## src/design/svsl_pkg.sv

```systemverilog
package svsl_pkg;

  // Field widths fixed by the item formats
  localparam int unsigned NUM_JOINTS_DEF = 16;
  localparam int unsigned JOINT_W        = 4;
  localparam int unsigned ANGLE_W        = 16;
  localparam int unsigned SCALE_W        = 15;
  localparam int unsigned COEF_W         = 16;
  localparam int unsigned SLEW_W         = 15;
  localparam int unsigned CFG_IDX_W      = 2;
  localparam int unsigned CFG_DATA_W     = 16;
  localparam int unsigned STEP_W         = 3;

  // Register reset values
  localparam logic [SCALE_W-1:0] SCALE_RST = 15'd4096;
  localparam logic [COEF_W-1:0]  COEF_RST  = 16'd0;
  localparam logic [SLEW_W-1:0]  SLEW_RST  = 15'd32767;

  // Plus and minus one in Q4.12
  localparam logic signed [ANGLE_W-1:0] POS_ONE_Q12 = 16'sd4096;
  localparam logic signed [ANGLE_W-1:0] NEG_ONE_Q12 = -16'sd4096;

  // Operation codes of an input item
  localparam logic OP_ACTION = 1'b0;
  localparam logic OP_LOAD   = 1'b1;

  typedef enum logic [CFG_IDX_W-1:0] {
    CFG_ACTION_SCALE = 2'd0,
    CFG_SMOOTH_COEF  = 2'd1,
    CFG_SLEW_STEP    = 2'd2
  } cfg_idx_e;

  typedef logic signed [ANGLE_W-1:0] angle_t;
  typedef logic [STEP_W-1:0] step_t;

  typedef struct packed {
    logic [SCALE_W-1:0] action_scale;
    logic [COEF_W-1:0]  smooth_coef;
    logic [SLEW_W-1:0]  slew_step;
  } cfg_t;

  typedef struct packed {
    logic               operation;
    logic [JOINT_W-1:0] joint;
    angle_t             action_value;
    angle_t             stand_angle;
    angle_t             limit_low;
    angle_t             limit_high;
  } in_item_t;

  typedef struct packed {
    logic [JOINT_W-1:0] joint_out;
    angle_t             target_angle;
    logic               action_clipped;
    logic               slew_limited;
  } out_item_t;

  // One joint's stored state
  typedef struct packed {
    angle_t target;
    angle_t stand;
    angle_t low;
    angle_t high;
  } row_t;

  // Datapath operations selected by the control word
  typedef enum logic [2:0] {
    DP_FETCH  = 3'd0,
    DP_SCALE  = 3'd1,
    DP_RAW    = 3'd2,
    DP_BLEND  = 3'd3,
    DP_SMOOTH = 3'd4,
    DP_SLEW   = 3'd5,
    DP_SHORT  = 3'd6
  } dp_op_e;

  // Jump conditions of the sequencer
  typedef enum logic [2:0] {
    JC_NEXT     = 3'd0,
    JC_GOTO     = 3'd1,
    JC_SHORT    = 3'd2,
    JC_WAIT_IN  = 3'd3,
    JC_WAIT_OUT = 3'd4
  } jcond_e;

  localparam step_t STEP_FETCH    = 3'd0;
  localparam step_t STEP_DISPATCH = 3'd1;
  localparam step_t STEP_RAW      = 3'd2;
  localparam step_t STEP_BLEND    = 3'd3;
  localparam step_t STEP_SMOOTH   = 3'd4;
  localparam step_t STEP_SLEW     = 3'd5;
  localparam step_t STEP_SHORT    = 3'd6;

  typedef struct packed {
    dp_op_e op;
    jcond_e cond;
    step_t  target;
  } ucode_t;

  typedef struct packed {
    dp_op_e op;
    logic   in_ready;
  } ctrl_t;

  typedef struct packed {
    logic in_valid;
    logic short_path;
    logic out_free;
  } stat_t;

  // Control program: one word per step
  function automatic ucode_t ucode_rom(step_t s);
    ucode_t w;
    begin
      unique case (s)
        STEP_FETCH:    w = '{op: DP_FETCH,  cond: JC_WAIT_IN,  target: STEP_DISPATCH};
        STEP_DISPATCH: w = '{op: DP_SCALE,  cond: JC_SHORT,    target: STEP_SHORT};
        STEP_RAW:      w = '{op: DP_RAW,    cond: JC_NEXT,     target: STEP_FETCH};
        STEP_BLEND:    w = '{op: DP_BLEND,  cond: JC_NEXT,     target: STEP_FETCH};
        STEP_SMOOTH:   w = '{op: DP_SMOOTH, cond: JC_NEXT,     target: STEP_FETCH};
        STEP_SLEW:     w = '{op: DP_SLEW,   cond: JC_WAIT_OUT, target: STEP_FETCH};
        STEP_SHORT:    w = '{op: DP_SHORT,  cond: JC_WAIT_OUT, target: STEP_FETCH};
        default:       w = '{op: DP_FETCH,  cond: JC_GOTO,     target: STEP_FETCH};
      endcase
      return w;
    end
  endfunction

endpackage

```

## src/design/svsl_if.sv

```systemverilog
interface svsl_in_if;
  import svsl_pkg::*;
  logic               valid;
  logic               ready;
  logic               operation;
  logic [JOINT_W-1:0] joint;
  angle_t             action_value;
  angle_t             stand_angle;
  angle_t             limit_low;
  angle_t             limit_high;

  modport source (output valid, operation, joint, action_value, stand_angle, limit_low,
                  limit_high, input ready);
  modport sink (input valid, operation, joint, action_value, stand_angle, limit_low,
                limit_high, output ready);
endinterface

interface svsl_out_if;
  import svsl_pkg::*;
  logic               valid;
  logic               ready;
  logic [JOINT_W-1:0] joint_out;
  angle_t             target_angle;
  logic               action_clipped;
  logic               slew_limited;

  modport source (output valid, joint_out, target_angle, action_clipped, slew_limited,
                  input ready);
  modport sink (input valid, joint_out, target_angle, action_clipped, slew_limited,
                output ready);
endinterface

interface svsl_cfg_if;
  import svsl_pkg::*;
  logic                  valid;
  logic                  ready;
  logic [CFG_IDX_W-1:0]  index;
  logic [CFG_DATA_W-1:0] data;

  modport source (output valid, index, data, input ready);
  modport sink (input valid, index, data, output ready);
endinterface

```

## src/design/svsl_useq.sv

```systemverilog
module svsl_useq
  import svsl_pkg::*;
(
  input  logic  clk_i,
  input  logic  rst_ni,
  input  stat_t stat_i,
  output ctrl_t ctrl_o
);

  step_t  step_q, step_d;
  ucode_t word;

  assign word = ucode_rom(step_q);

  // Next step from the jump condition of the current word
  always_comb begin
    unique case (word.cond)
      JC_NEXT:     step_d = step_q + step_t'(1);
      JC_GOTO:     step_d = word.target;
      JC_SHORT:    step_d = stat_i.short_path ? word.target : step_q + step_t'(1);
      JC_WAIT_IN:  step_d = stat_i.in_valid ? word.target : step_q;
      JC_WAIT_OUT: step_d = stat_i.out_free ? word.target : step_q;
      default:     step_d = STEP_FETCH;
    endcase
  end

  always_ff @(posedge clk_i or negedge rst_ni) begin
    if (!rst_ni) begin
      step_q <= STEP_FETCH;
    end else begin
      step_q <= step_d;
    end
  end

  assign ctrl_o.op       = word.op;
  assign ctrl_o.in_ready = (word.cond == JC_WAIT_IN);

endmodule

```

## src/design/svsl_dp.sv

```systemverilog
module svsl_dp
  import svsl_pkg::*;
#(
  parameter int unsigned NUM_JOINTS = NUM_JOINTS_DEF
) (
  input  logic      clk_i,
  input  logic      rst_ni,
  input  ctrl_t     ctrl_i,
  input  cfg_t      cfg_i,
  input  logic      in_valid_i,
  input  in_item_t  item_i,
  output stat_t     stat_o,
  output logic      res_valid_o,
  input  logic      res_ready_i,
  output out_item_t res_o
);

  localparam int unsigned AW = (NUM_JOINTS > 1) ? $clog2(NUM_JOINTS) : 1;

  // Joint state memory, valid bit per row stands in for the reset clear
  row_t                  mem [NUM_JOINTS];
  logic [NUM_JOINTS-1:0] vld_q;

  logic                  in_fire;
  logic [AW-1:0]         rd_addr, wr_addr;
  logic                  wr_en;
  row_t                  wr_row;
  row_t                  rd_q, row_eff;
  logic                  rd_vld_q;

  // Captured item
  logic                  op_q;
  logic [JOINT_W-1:0]    joint_q;
  angle_t                stand_in_q, low_in_q, high_in_q;
  logic signed [13:0]    act_q;
  logic                  clip_q;
  logic signed [13:0]    act_clip;
  logic                  act_over;
  logic                  in_range;

  // Working registers
  logic signed [28:0]    prod1_q;
  angle_t                raw_q;
  logic signed [33:0]    prod2_q;
  logic signed [16:0]    d_q;

  logic signed [29:0]    mul1_w;
  logic signed [28:0]    rs1;
  logic signed [16:0]    scl;
  logic signed [17:0]    raw_w, lo_w, hi_w, c1, c2;
  logic signed [16:0]    diff;
  logic signed [33:0]    mul2_w;
  logic signed [33:0]    rs2;
  logic signed [17:0]    sm_w, dd_w;
  logic signed [16:0]    lim, d_lim;
  logic                  limited;
  angle_t                tgt;

  logic                  out_free, res_load;
  logic                  res_valid_q;
  out_item_t             res_q, res_d;

  assign in_fire = ctrl_i.in_ready & in_valid_i;
  assign rd_addr = AW'(item_i.joint);
  assign wr_addr = AW'(joint_q);
  assign in_range = (32'(joint_q) < NUM_JOINTS);

  // Clip the action to plus or minus one
  always_comb begin
    act_over = 1'b0;
    act_clip = 14'(item_i.action_value);
    if (item_i.action_value > POS_ONE_Q12) begin
      act_clip = 14'(POS_ONE_Q12);
      act_over = 1'b1;
    end else if (item_i.action_value < NEG_ONE_Q12) begin
      act_clip = 14'(NEG_ONE_Q12);
      act_over = 1'b1;
    end
  end

  // Capture item and read the joint row
  always_ff @(posedge clk_i) begin
    if (in_fire) begin
      op_q       <= item_i.operation;
      joint_q    <= item_i.joint;
      stand_in_q <= item_i.stand_angle;
      low_in_q   <= item_i.limit_low;
      high_in_q  <= item_i.limit_high;
      act_q      <= act_clip;
      clip_q     <= act_over;
      rd_q       <= mem[rd_addr];
    end
    if (wr_en) begin
      mem[wr_addr] <= wr_row;
    end
  end

  always_ff @(posedge clk_i or negedge rst_ni) begin
    if (!rst_ni) begin
      vld_q    <= '0;
      rd_vld_q <= 1'b0;
    end else begin
      if (in_fire) begin
        rd_vld_q <= vld_q[rd_addr];
      end
      if (wr_en) begin
        vld_q[wr_addr] <= 1'b1;
      end
    end
  end

  assign row_eff = rd_vld_q ? rd_q : '0;

  // Scale product and rounding
  assign mul1_w = 30'(act_q) * 30'($signed({1'b0, cfg_i.action_scale}));
  assign rs1    = prod1_q + 29'sd2048;
  assign scl    = rs1[28:12];

  // Stand plus scaled action, clamp low then high
  always_comb begin
    raw_w = 18'(row_eff.stand) + 18'(scl);
    lo_w  = 18'(row_eff.low);
    hi_w  = 18'(row_eff.high);
    c1    = (raw_w < lo_w) ? lo_w : raw_w;
    c2    = (c1 > hi_w) ? hi_w : c1;
  end

  // Blend: raw + coef * (prev - raw) / 2^16, rounded
  assign diff   = 17'(row_eff.target) - 17'(raw_q);
  assign mul2_w = 34'($signed({1'b0, cfg_i.smooth_coef})) * 34'(diff);
  assign rs2    = prod2_q + 34'sd32768;
  assign sm_w   = 18'(raw_q) + rs2[33:16];
  assign dd_w   = sm_w - 18'(row_eff.target);

  // Slew limit
  always_comb begin
    lim     = $signed({2'b00, cfg_i.slew_step});
    limited = 1'b0;
    d_lim   = d_q;
    if (d_q > lim) begin
      d_lim   = lim;
      limited = 1'b1;
    end else if (d_q < -lim) begin
      d_lim   = -lim;
      limited = 1'b1;
    end
    tgt = row_eff.target + d_lim[15:0];
  end

  // Working registers, loaded by the datapath operation
  always_ff @(posedge clk_i) begin
    case (ctrl_i.op)
      DP_SCALE:  prod1_q <= mul1_w[28:0];
      DP_RAW:    raw_q   <= c2[15:0];
      DP_BLEND:  prod2_q <= mul2_w;
      DP_SMOOTH: d_q     <= dd_w[16:0];
      default:   ;
    endcase
  end

  // Write back and result
  assign out_free = !res_valid_q | res_ready_i;

  always_comb begin
    wr_en  = 1'b0;
    wr_row = '{target: tgt, stand: row_eff.stand, low: row_eff.low, high: row_eff.high};
    res_d  = '{joint_out: joint_q, target_angle: tgt, action_clipped: clip_q,
               slew_limited: limited};
    res_load = 1'b0;
    case (ctrl_i.op)
      DP_SLEW: begin
        wr_en    = out_free;
        res_load = out_free;
      end
      DP_SHORT: begin
        res_load = out_free;
        wr_row   = '{target: stand_in_q, stand: stand_in_q, low: low_in_q, high: high_in_q};
        wr_en    = out_free & in_range & (op_q == OP_LOAD);
        res_d    = '{joint_out: joint_q,
                     target_angle: (in_range && op_q == OP_LOAD) ? stand_in_q : '0,
                     action_clipped: 1'b0, slew_limited: 1'b0};
      end
      default: ;
    endcase
  end

  always_ff @(posedge clk_i or negedge rst_ni) begin
    if (!rst_ni) begin
      res_valid_q <= 1'b0;
    end else if (res_load) begin
      res_valid_q <= 1'b1;
    end else if (res_ready_i) begin
      res_valid_q <= 1'b0;
    end
  end

  always_ff @(posedge clk_i) begin
    if (res_load) begin
      res_q <= res_d;
    end
  end

  assign res_valid_o       = res_valid_q;
  assign res_o             = res_q;
  assign stat_o.in_valid   = in_valid_i;
  assign stat_o.short_path = (op_q == OP_LOAD) | !in_range;
  assign stat_o.out_free   = out_free;

endmodule

```

## src/design/servo_target_smoother_slew_top.sv

```systemverilog
// Servo target smoother with slew limit, one joint per item.
// Channels: in_i takes items (operation, joint, action, stand, limits);
// out_o gives one result per item (joint, new target, clip and slew flags);
// cfg_i writes action_scale (0), smooth_coef (1) and slew_step (2), always ready.
// A load item stores stand and limits and sets the target to the stand angle.
// An action item clips, scales, clamps, blends with the previous target and
// limits the change, then stores the new target.
// Sequencing: a seven-word control program steps one word per cycle, holding
// while it waits for an item or for a free output register. An action item
// runs through the dispatch, raw, blend, smooth and slew steps; load items and
// items for a joint beyond NUM_JOINTS branch from dispatch to the short step.
// The scale multiply and the blend multiply each have a step of their own.
// in_i is ready again as soon as the result sits in the output register,
// even while the receiver stalls; a stalled result holds the program at its
// last step, so at most one finished result and one item in work coexist.
// Reset clears the configuration to its defaults and marks every joint row
// as zero at once; the block is ready for items straight out of reset.
module servo_target_smoother_slew_top
  import svsl_pkg::*;
#(
  parameter int unsigned NUM_JOINTS = NUM_JOINTS_DEF
) (
  input  logic        clk_i,
  input  logic        rst_ni,
  svsl_in_if.sink     in_i,
  svsl_out_if.source  out_o,
  svsl_cfg_if.sink    cfg_i
);

  cfg_t      cfg_q;
  ctrl_t     ctrl;
  stat_t     stat;
  in_item_t  item;
  out_item_t res;
  logic      res_valid;

  // Configuration registers
  assign cfg_i.ready = 1'b1;

  always_ff @(posedge clk_i or negedge rst_ni) begin
    if (!rst_ni) begin
      cfg_q.action_scale <= SCALE_RST;
      cfg_q.smooth_coef  <= COEF_RST;
      cfg_q.slew_step    <= SLEW_RST;
    end else if (cfg_i.valid) begin
      unique case (cfg_idx_e'(cfg_i.index))
        CFG_ACTION_SCALE: cfg_q.action_scale <= cfg_i.data[SCALE_W-1:0];
        CFG_SMOOTH_COEF:  cfg_q.smooth_coef  <= cfg_i.data[COEF_W-1:0];
        CFG_SLEW_STEP:    cfg_q.slew_step    <= cfg_i.data[SLEW_W-1:0];
        default:          ;
      endcase
    end
  end

  assign item = '{operation: in_i.operation, joint: in_i.joint,
                  action_value: in_i.action_value, stand_angle: in_i.stand_angle,
                  limit_low: in_i.limit_low, limit_high: in_i.limit_high};

  svsl_useq u_useq (
    .clk_i  (clk_i),
    .rst_ni (rst_ni),
    .stat_i (stat),
    .ctrl_o (ctrl)
  );

  svsl_dp #(
    .NUM_JOINTS (NUM_JOINTS)
  ) u_dp (
    .clk_i       (clk_i),
    .rst_ni      (rst_ni),
    .ctrl_i      (ctrl),
    .cfg_i       (cfg_q),
    .in_valid_i  (in_i.valid),
    .item_i      (item),
    .stat_o      (stat),
    .res_valid_o (res_valid),
    .res_ready_i (out_o.ready),
    .res_o       (res)
  );

  assign in_i.ready           = ctrl.in_ready;
  assign out_o.valid          = res_valid;
  assign out_o.joint_out      = res.joint_out;
  assign out_o.target_angle   = res.target_angle;
  assign out_o.action_clipped = res.action_clipped;
  assign out_o.slew_limited   = res.slew_limited;

endmodule

```

## src/flat_wrapper.sv

```systemverilog
// flat-port wrapper written by rule: the top's interface ports become plain ports
module servo_target_smoother_slew_top_flat import svsl_pkg::*;
#(
  parameter int unsigned NUM_JOINTS = NUM_JOINTS_DEF
)
  (clk_i, rst_ni, in_i_valid, in_i_operation, in_i_joint, in_i_action_value, in_i_stand_angle, in_i_limit_low, in_i_limit_high, in_i_ready, out_o_valid, out_o_joint_out, out_o_target_angle, out_o_action_clipped, out_o_slew_limited, out_o_ready, cfg_i_valid, cfg_i_index, cfg_i_data, cfg_i_ready);
  svsl_in_if in_i_i ();
  svsl_out_if out_o_i ();
  svsl_cfg_if cfg_i_i ();
  input  logic clk_i;
  input  logic rst_ni;
  input wire logic [$bits(in_i_i.valid)-1:0] in_i_valid;
  input wire logic [$bits(in_i_i.operation)-1:0] in_i_operation;
  input wire logic [$bits(in_i_i.joint)-1:0] in_i_joint;
  input wire logic [$bits(in_i_i.action_value)-1:0] in_i_action_value;
  input wire logic [$bits(in_i_i.stand_angle)-1:0] in_i_stand_angle;
  input wire logic [$bits(in_i_i.limit_low)-1:0] in_i_limit_low;
  input wire logic [$bits(in_i_i.limit_high)-1:0] in_i_limit_high;
  output wire logic [$bits(in_i_i.ready)-1:0] in_i_ready;
  output wire logic [$bits(out_o_i.valid)-1:0] out_o_valid;
  output wire logic [$bits(out_o_i.joint_out)-1:0] out_o_joint_out;
  output wire logic [$bits(out_o_i.target_angle)-1:0] out_o_target_angle;
  output wire logic [$bits(out_o_i.action_clipped)-1:0] out_o_action_clipped;
  output wire logic [$bits(out_o_i.slew_limited)-1:0] out_o_slew_limited;
  input wire logic [$bits(out_o_i.ready)-1:0] out_o_ready;
  input wire logic [$bits(cfg_i_i.valid)-1:0] cfg_i_valid;
  input wire logic [$bits(cfg_i_i.index)-1:0] cfg_i_index;
  input wire logic [$bits(cfg_i_i.data)-1:0] cfg_i_data;
  output wire logic [$bits(cfg_i_i.ready)-1:0] cfg_i_ready;
  assign in_i_i.valid = in_i_valid;
  assign in_i_i.operation = in_i_operation;
  assign in_i_i.joint = in_i_joint;
  assign in_i_i.action_value = in_i_action_value;
  assign in_i_i.stand_angle = in_i_stand_angle;
  assign in_i_i.limit_low = in_i_limit_low;
  assign in_i_i.limit_high = in_i_limit_high;
  assign in_i_ready = in_i_i.ready;
  assign out_o_valid = out_o_i.valid;
  assign out_o_joint_out = out_o_i.joint_out;
  assign out_o_target_angle = out_o_i.target_angle;
  assign out_o_action_clipped = out_o_i.action_clipped;
  assign out_o_slew_limited = out_o_i.slew_limited;
  assign out_o_i.ready = out_o_ready;
  assign cfg_i_i.valid = cfg_i_valid;
  assign cfg_i_i.index = cfg_i_index;
  assign cfg_i_i.data = cfg_i_data;
  assign cfg_i_ready = cfg_i_i.ready;
  servo_target_smoother_slew_top #(.NUM_JOINTS(NUM_JOINTS)) u_core (.clk_i(clk_i), .rst_ni(rst_ni), .in_i(in_i_i), .out_o(out_o_i), .cfg_i(cfg_i_i));
endmodule
```

## config.mk

```make
export PLATFORM = sky130hd
export DESIGN_NAME = servo_target_smoother_slew_top_flat
export DESIGN_NICKNAME = d
export VERILOG_FILES = /design/src/design/svsl_pkg.sv /design/src/design/svsl_if.sv /design/src/design/svsl_useq.sv /design/src/design/svsl_dp.sv /design/src/design/servo_target_smoother_slew_top.sv /design/src/flat_wrapper.sv
export SDC_FILE = /design/constraint.sdc
export NUM_CORES = 2
export LEC_CHECK = 0
export BUFFER_PORTS_ARGS = -buffer_cell sky130_fd_sc_hd__buf_2
export CORE_MARGIN = 8
export CORE_UTILIZATION = 60
export CTS_CLUSTER_SIZE = 28
export DETAILED_ROUTE_END_ITERATION = 6
export GPL_TIMING_DRIVEN = 0
export PLACE_DENSITY_LB_ADDON = 0.1
export SYNTH_ARGS = -nofsm -noshare
export SYNTH_HDL_FRONTEND = slang
export SYNTH_SLANG_ARGS = --single-unit
```

## constraint.sdc

```tcl
create_clock -name clk_i -period 12 [get_ports clk_i]
set_input_delay 1.2 -clock clk_i [delete_from_list [all_inputs] [get_ports clk_i]]
set_output_delay 1.2 -clock clk_i [all_outputs]
set_load 0.005 [all_outputs]
```

==> reports/metrics.csv <==
metric,value,unit
slew_violations,0,
cp_common_cell,fa_1,
coreArea,0.1182,mm²
die_w,361.5,µm
numCtsBuffers,135,
gp_congestion,0.9426,
final_util,0.6774,
rsz0062_at_grt,no,
period_share,0.9744,
post_drt_wl_per_cell,27.98,µm
slew_headroom,0.1260,
clockBufferDepth,3,
synth.cell_area,0.07163,mm²
cpMaxStageDelayCell,buf_2,
seq_area,0.03914,mm²
drt_iter0_markers,5151,
wl_met3,18.75,mm
insertion_delay,0.76,ns
syn_area_per_cell,14.71,µm²
h-tree-depth,4,
max_stage_delay,0.61,ns
drc_errors,0,
postCtsHoldBufs,0,
hold_viol,0,
tns,0,ns
met2_length,90.40,mm
multi_input_area,0.02973,mm²
row_count,126,
viasPerCell,6.267,
synthCells,4868,
initial_utilization,0.6058,
wl,191.5,mm
synthArstFlopShare,0.05099,
wl_met1,74.71,mm
cts_tree,built,
grt_pass1_vias,43720,
port_buffers,115,
hp-class,flip-flop to flip-flop,
outcome,finished clean,
drive_gt1_frac,0.1675,
critical_path_required,12.53,ns
synth.area.mux_share,0.1129,
vias,42890,
post-dp-hpwl,138.4,mm
path_max_fanout,14,
synthAdderAreaFrac,0.1689,
firstDrtPassIters,6,
period_needed,11.69,ns
synthXorXnorAreaFrac,0.01565,
postCtsSetupBuffers,0,
tightest_slew,1.311,ns
synth_edf_count,1247,
yosys.area_share.simple,0.07907,
ant_nets,0,
antenna_found_initial,4,
grt_overflow,0,
fin_worst_skew,0.04528,ns
syn_nets,5697,
dieArea,0.1307,mm²
setup_viol,0,
fin_nets,6032,
areaGrowthSynthToFinish,11.81,%
synth_compound_area_frac,0.03624,
grt_max_degree,88,
synth_cell_types,91,
cts.sinks,1314,
yosys_warnings,0,
die_y,361.5,µm
clk_pin_slew,0.06,ns
max_freq,85.52,MHz
clockRootBuffer,clkbuf_16,
maxUsedRoutingLayer,met5,
max-cap-violations,0,
ys_ff_latch,1314,
cp-start-kind,flip-flop,
cp_data_arrival_time,12.22,ns
critPathCaptureType,flip-flop,
worstSetupPathType,flip-flop to flip-flop,
grt_pass1_wl,283.1,mm
n_fill_cell,8098,
ios,117,
synth_top_family_by_area,adder cells,
synth-main-ff-cell,edfxtp_1,
ys_seq_area_frac,0.5464,
track_usage,0.2932,
==> flip-flops by register name, indices dropped and copies added, names as in the netlist <==
register,count
u_core.cfg_q,46
u_core.u_dp.act_q,14
u_core.u_dp.clip_q,1
u_core.u_dp.d_q,17
u_core.u_dp.high_in_q,16
u_core.u_dp.joint_q,4
u_core.u_dp.low_in_q,16
u_core.u_dp.mem,1024
u_core.u_dp.op_q,1
u_core.u_dp.prod1_q,18
u_core.u_dp.prod2_q,18
u_core.u_dp.raw_q,16
u_core.u_dp.rd_q,64
u_core.u_dp.rd_vld_q,1
u_core.u_dp.res_o,22
u_core.u_dp.res_valid_o,1
u_core.u_dp.stand_in_q,16
u_core.u_dp.vld_q,16
u_core.u_useq.step_q,3
==> cell usage in the layout, fill, tap and decap left out, types with 31 or more instances in the layout <==
cell type | netlist | final
nand2_1 | 452 | 452
a21o_1 | 34 | 34
dfrtp_1 | 51 | 51
nor3_1 | 48 | 42
fa_1 | 380 | 380
clkbuf_16 | 0 | 137
buf_6 | 0 | 32
mux4_2 | 325 | 325
o21ai_1 | 7 | 43
ha_1 | 357 | 357
inv_1 | 560 | 559
xnor2_1 | 101 | 100
nand3_1 | 74 | 74
o21ai_0 | 109 | 73
clkbuf_1 | 183 | 213
mux2_2 | 63 | 63
nor2_1 | 128 | 115
edfxtp_1 | 1247 | 1247
nand2b_1 | 31 | 31
a21oi_1 | 63 | 63
nor2b_1 | 50 | 49
buf_2 | 7 | 124
and2_1 | 206 | 206
==> repair_timing <==
item | 4_1_cts | 5_1_grt
resized for setup | 4 | 5
cloned | 0 | 0
setup endpoints to repair | 16 | 10
==> path summary, 6_finish.rpt <==
kind                                                   startpoint                                end  slack, ns  depth (start not counted)
worst min-delay path            u_core.u_dp.vld_q[11]$_DFFE_PN0P_  u_core.u_dp.vld_q[11]$_DFFE_PN0P_       0.47                          1
worst min register to register  u_core.u_dp.vld_q[11]$_DFFE_PN0P_  u_core.u_dp.vld_q[11]$_DFFE_PN0P_       0.47                          1
max in group asynchronous                                  rst_ni   u_core.u_dp.vld_q[3]$_DFFE_PN0P_      10.82                          1
worst max register to register   u_core.u_dp.rd_vld_q$_DFFE_PN0P_  u_core.u_dp.prod2_q[32]$_DFFE_PN_       0.31                         37
worst max-delay path             u_core.u_dp.rd_vld_q$_DFFE_PN0P_  u_core.u_dp.prod2_q[32]$_DFFE_PN_       0.31                         37
min in group asynchronous                                  rst_ni       u_core.cfg_q[30]$_DFFE_PN0P_       0.55                          1
==> through the flow <==
| step | cells | setup slack [ns] | area (µm²) | hold slack (ns) |
|---|---|---|---|---|
| after global routing | 6842 | 0.004849 | 80090 | 0.4831 |
| after global placement | 6519 | -1.938 | 74130 | 0.4464 |
| after CTS | 6841 | 0.1191 | 80060 | 0.4702 |
| after detailed placement | 6602 | -1.402 | 75660 | 0.4562 |
| after floorplan | 4868 | 2.859 | 71630 | 0.4337 |
| final | 6844 | 0.3067 | 80090 | 0.4743 |
==> metal layers <==
metal  track usage  up-vias
li1              -    18230
met1        0.4083    21920
met2        0.4667     2339
met3       0.05603      401
met4        0.1056        2
met5             0        -
==> cells by family (layout without fill, tap and decap cells) <==
logic type               Yosys count  after routing
flip-flops                      1314           1314
AND/OR/NAND/NOR                 1138           1138
buffers and inverters            774           1212
adder cells (fa/ha/maj)          739            739
multiplexers                     394            394
AO/OA/AOI/OAI                    380            380
XOR/XNOR                         128            128
other                              1              3
==> worst max-delay path, delay by kind of cell (launching register included) <==
family,cells,cell delay (ns)
AO/OA/AOI/OAI,13,3.31
buffers and inverters,7,2.01
AND/OR/NAND/NOR,6,0.95
flip-flops,1,0.56
adder cells (fa/ha/maj),9,3.98
XOR/XNOR,2,0.68
==> area by class of cell <==
| cell class | count | share of cell area |
|---|---|---|
| flip-flops and latches | 1314 | 0.4887 |
| multi-input cells | 2780 | 0.3712 |
| diodes | 2 | 0.00006249 |
| repair buffers | 199 | 0.02465 |
| inverters | 560 | 0.02634 |
| plain buffers | 213 | 0.01017 |
| clock inverters | 69 | 0.01039 |
| well taps | 1536 | 0.02400 |
| clock buffers | 171 | 0.04452 |
==> cells in the mapped netlist (13+ instances only) <==
| cell | number | area share |
|---|---|---|
| a21o_1 | 34 | 0.0036 |
| a21oi_1 | 63 | 0.0044 |
| a311oi_1 | 20 | 0.0024 |
| a31oi_1 | 13 | 0.0011 |
| and2_1 | 206 | 0.018 |
| and3_1 | 24 | 0.0021 |
| buf_1 | 23 | 0.0012 |
| clkbuf_1 | 183 | 0.0096 |
| dfrtp_1 | 51 | 0.018 |
| dfstp_2 | 16 | 0.0059 |
| edfxtp_1 | 1247 | 0.52 |
| fa_1 | 380 | 0.11 |
| ha_1 | 357 | 0.062 |
| inv_1 | 560 | 0.029 |
| mux2_2 | 63 | 0.0099 |
| mux4_2 | 325 | 0.10 |
| nand2_1 | 452 | 0.024 |
| nand2b_1 | 31 | 0.0027 |
| nand3_1 | 74 | 0.0052 |
| nand4_1 | 19 | 0.0017 |
| nor2_1 | 128 | 0.0067 |
| nor2b_1 | 50 | 0.0044 |
| nor3_1 | 48 | 0.0034 |
| nor3b_1 | 13 | 0.0014 |
| o211ai_1 | 14 | 0.0015 |
| o21a_1 | 21 | 0.0022 |
| o21ai_0 | 109 | 0.0076 |
| or2_2 | 27 | 0.0024 |
| or3_1 | 13 | 0.0011 |
| xnor2_1 | 101 | 0.012 |
| xor2_1 | 27 | 0.0033 |
Power is left out: the tool's default activity adds up to more than one toggle a clock period on the data nets, which glitch-free logic cannot reach.
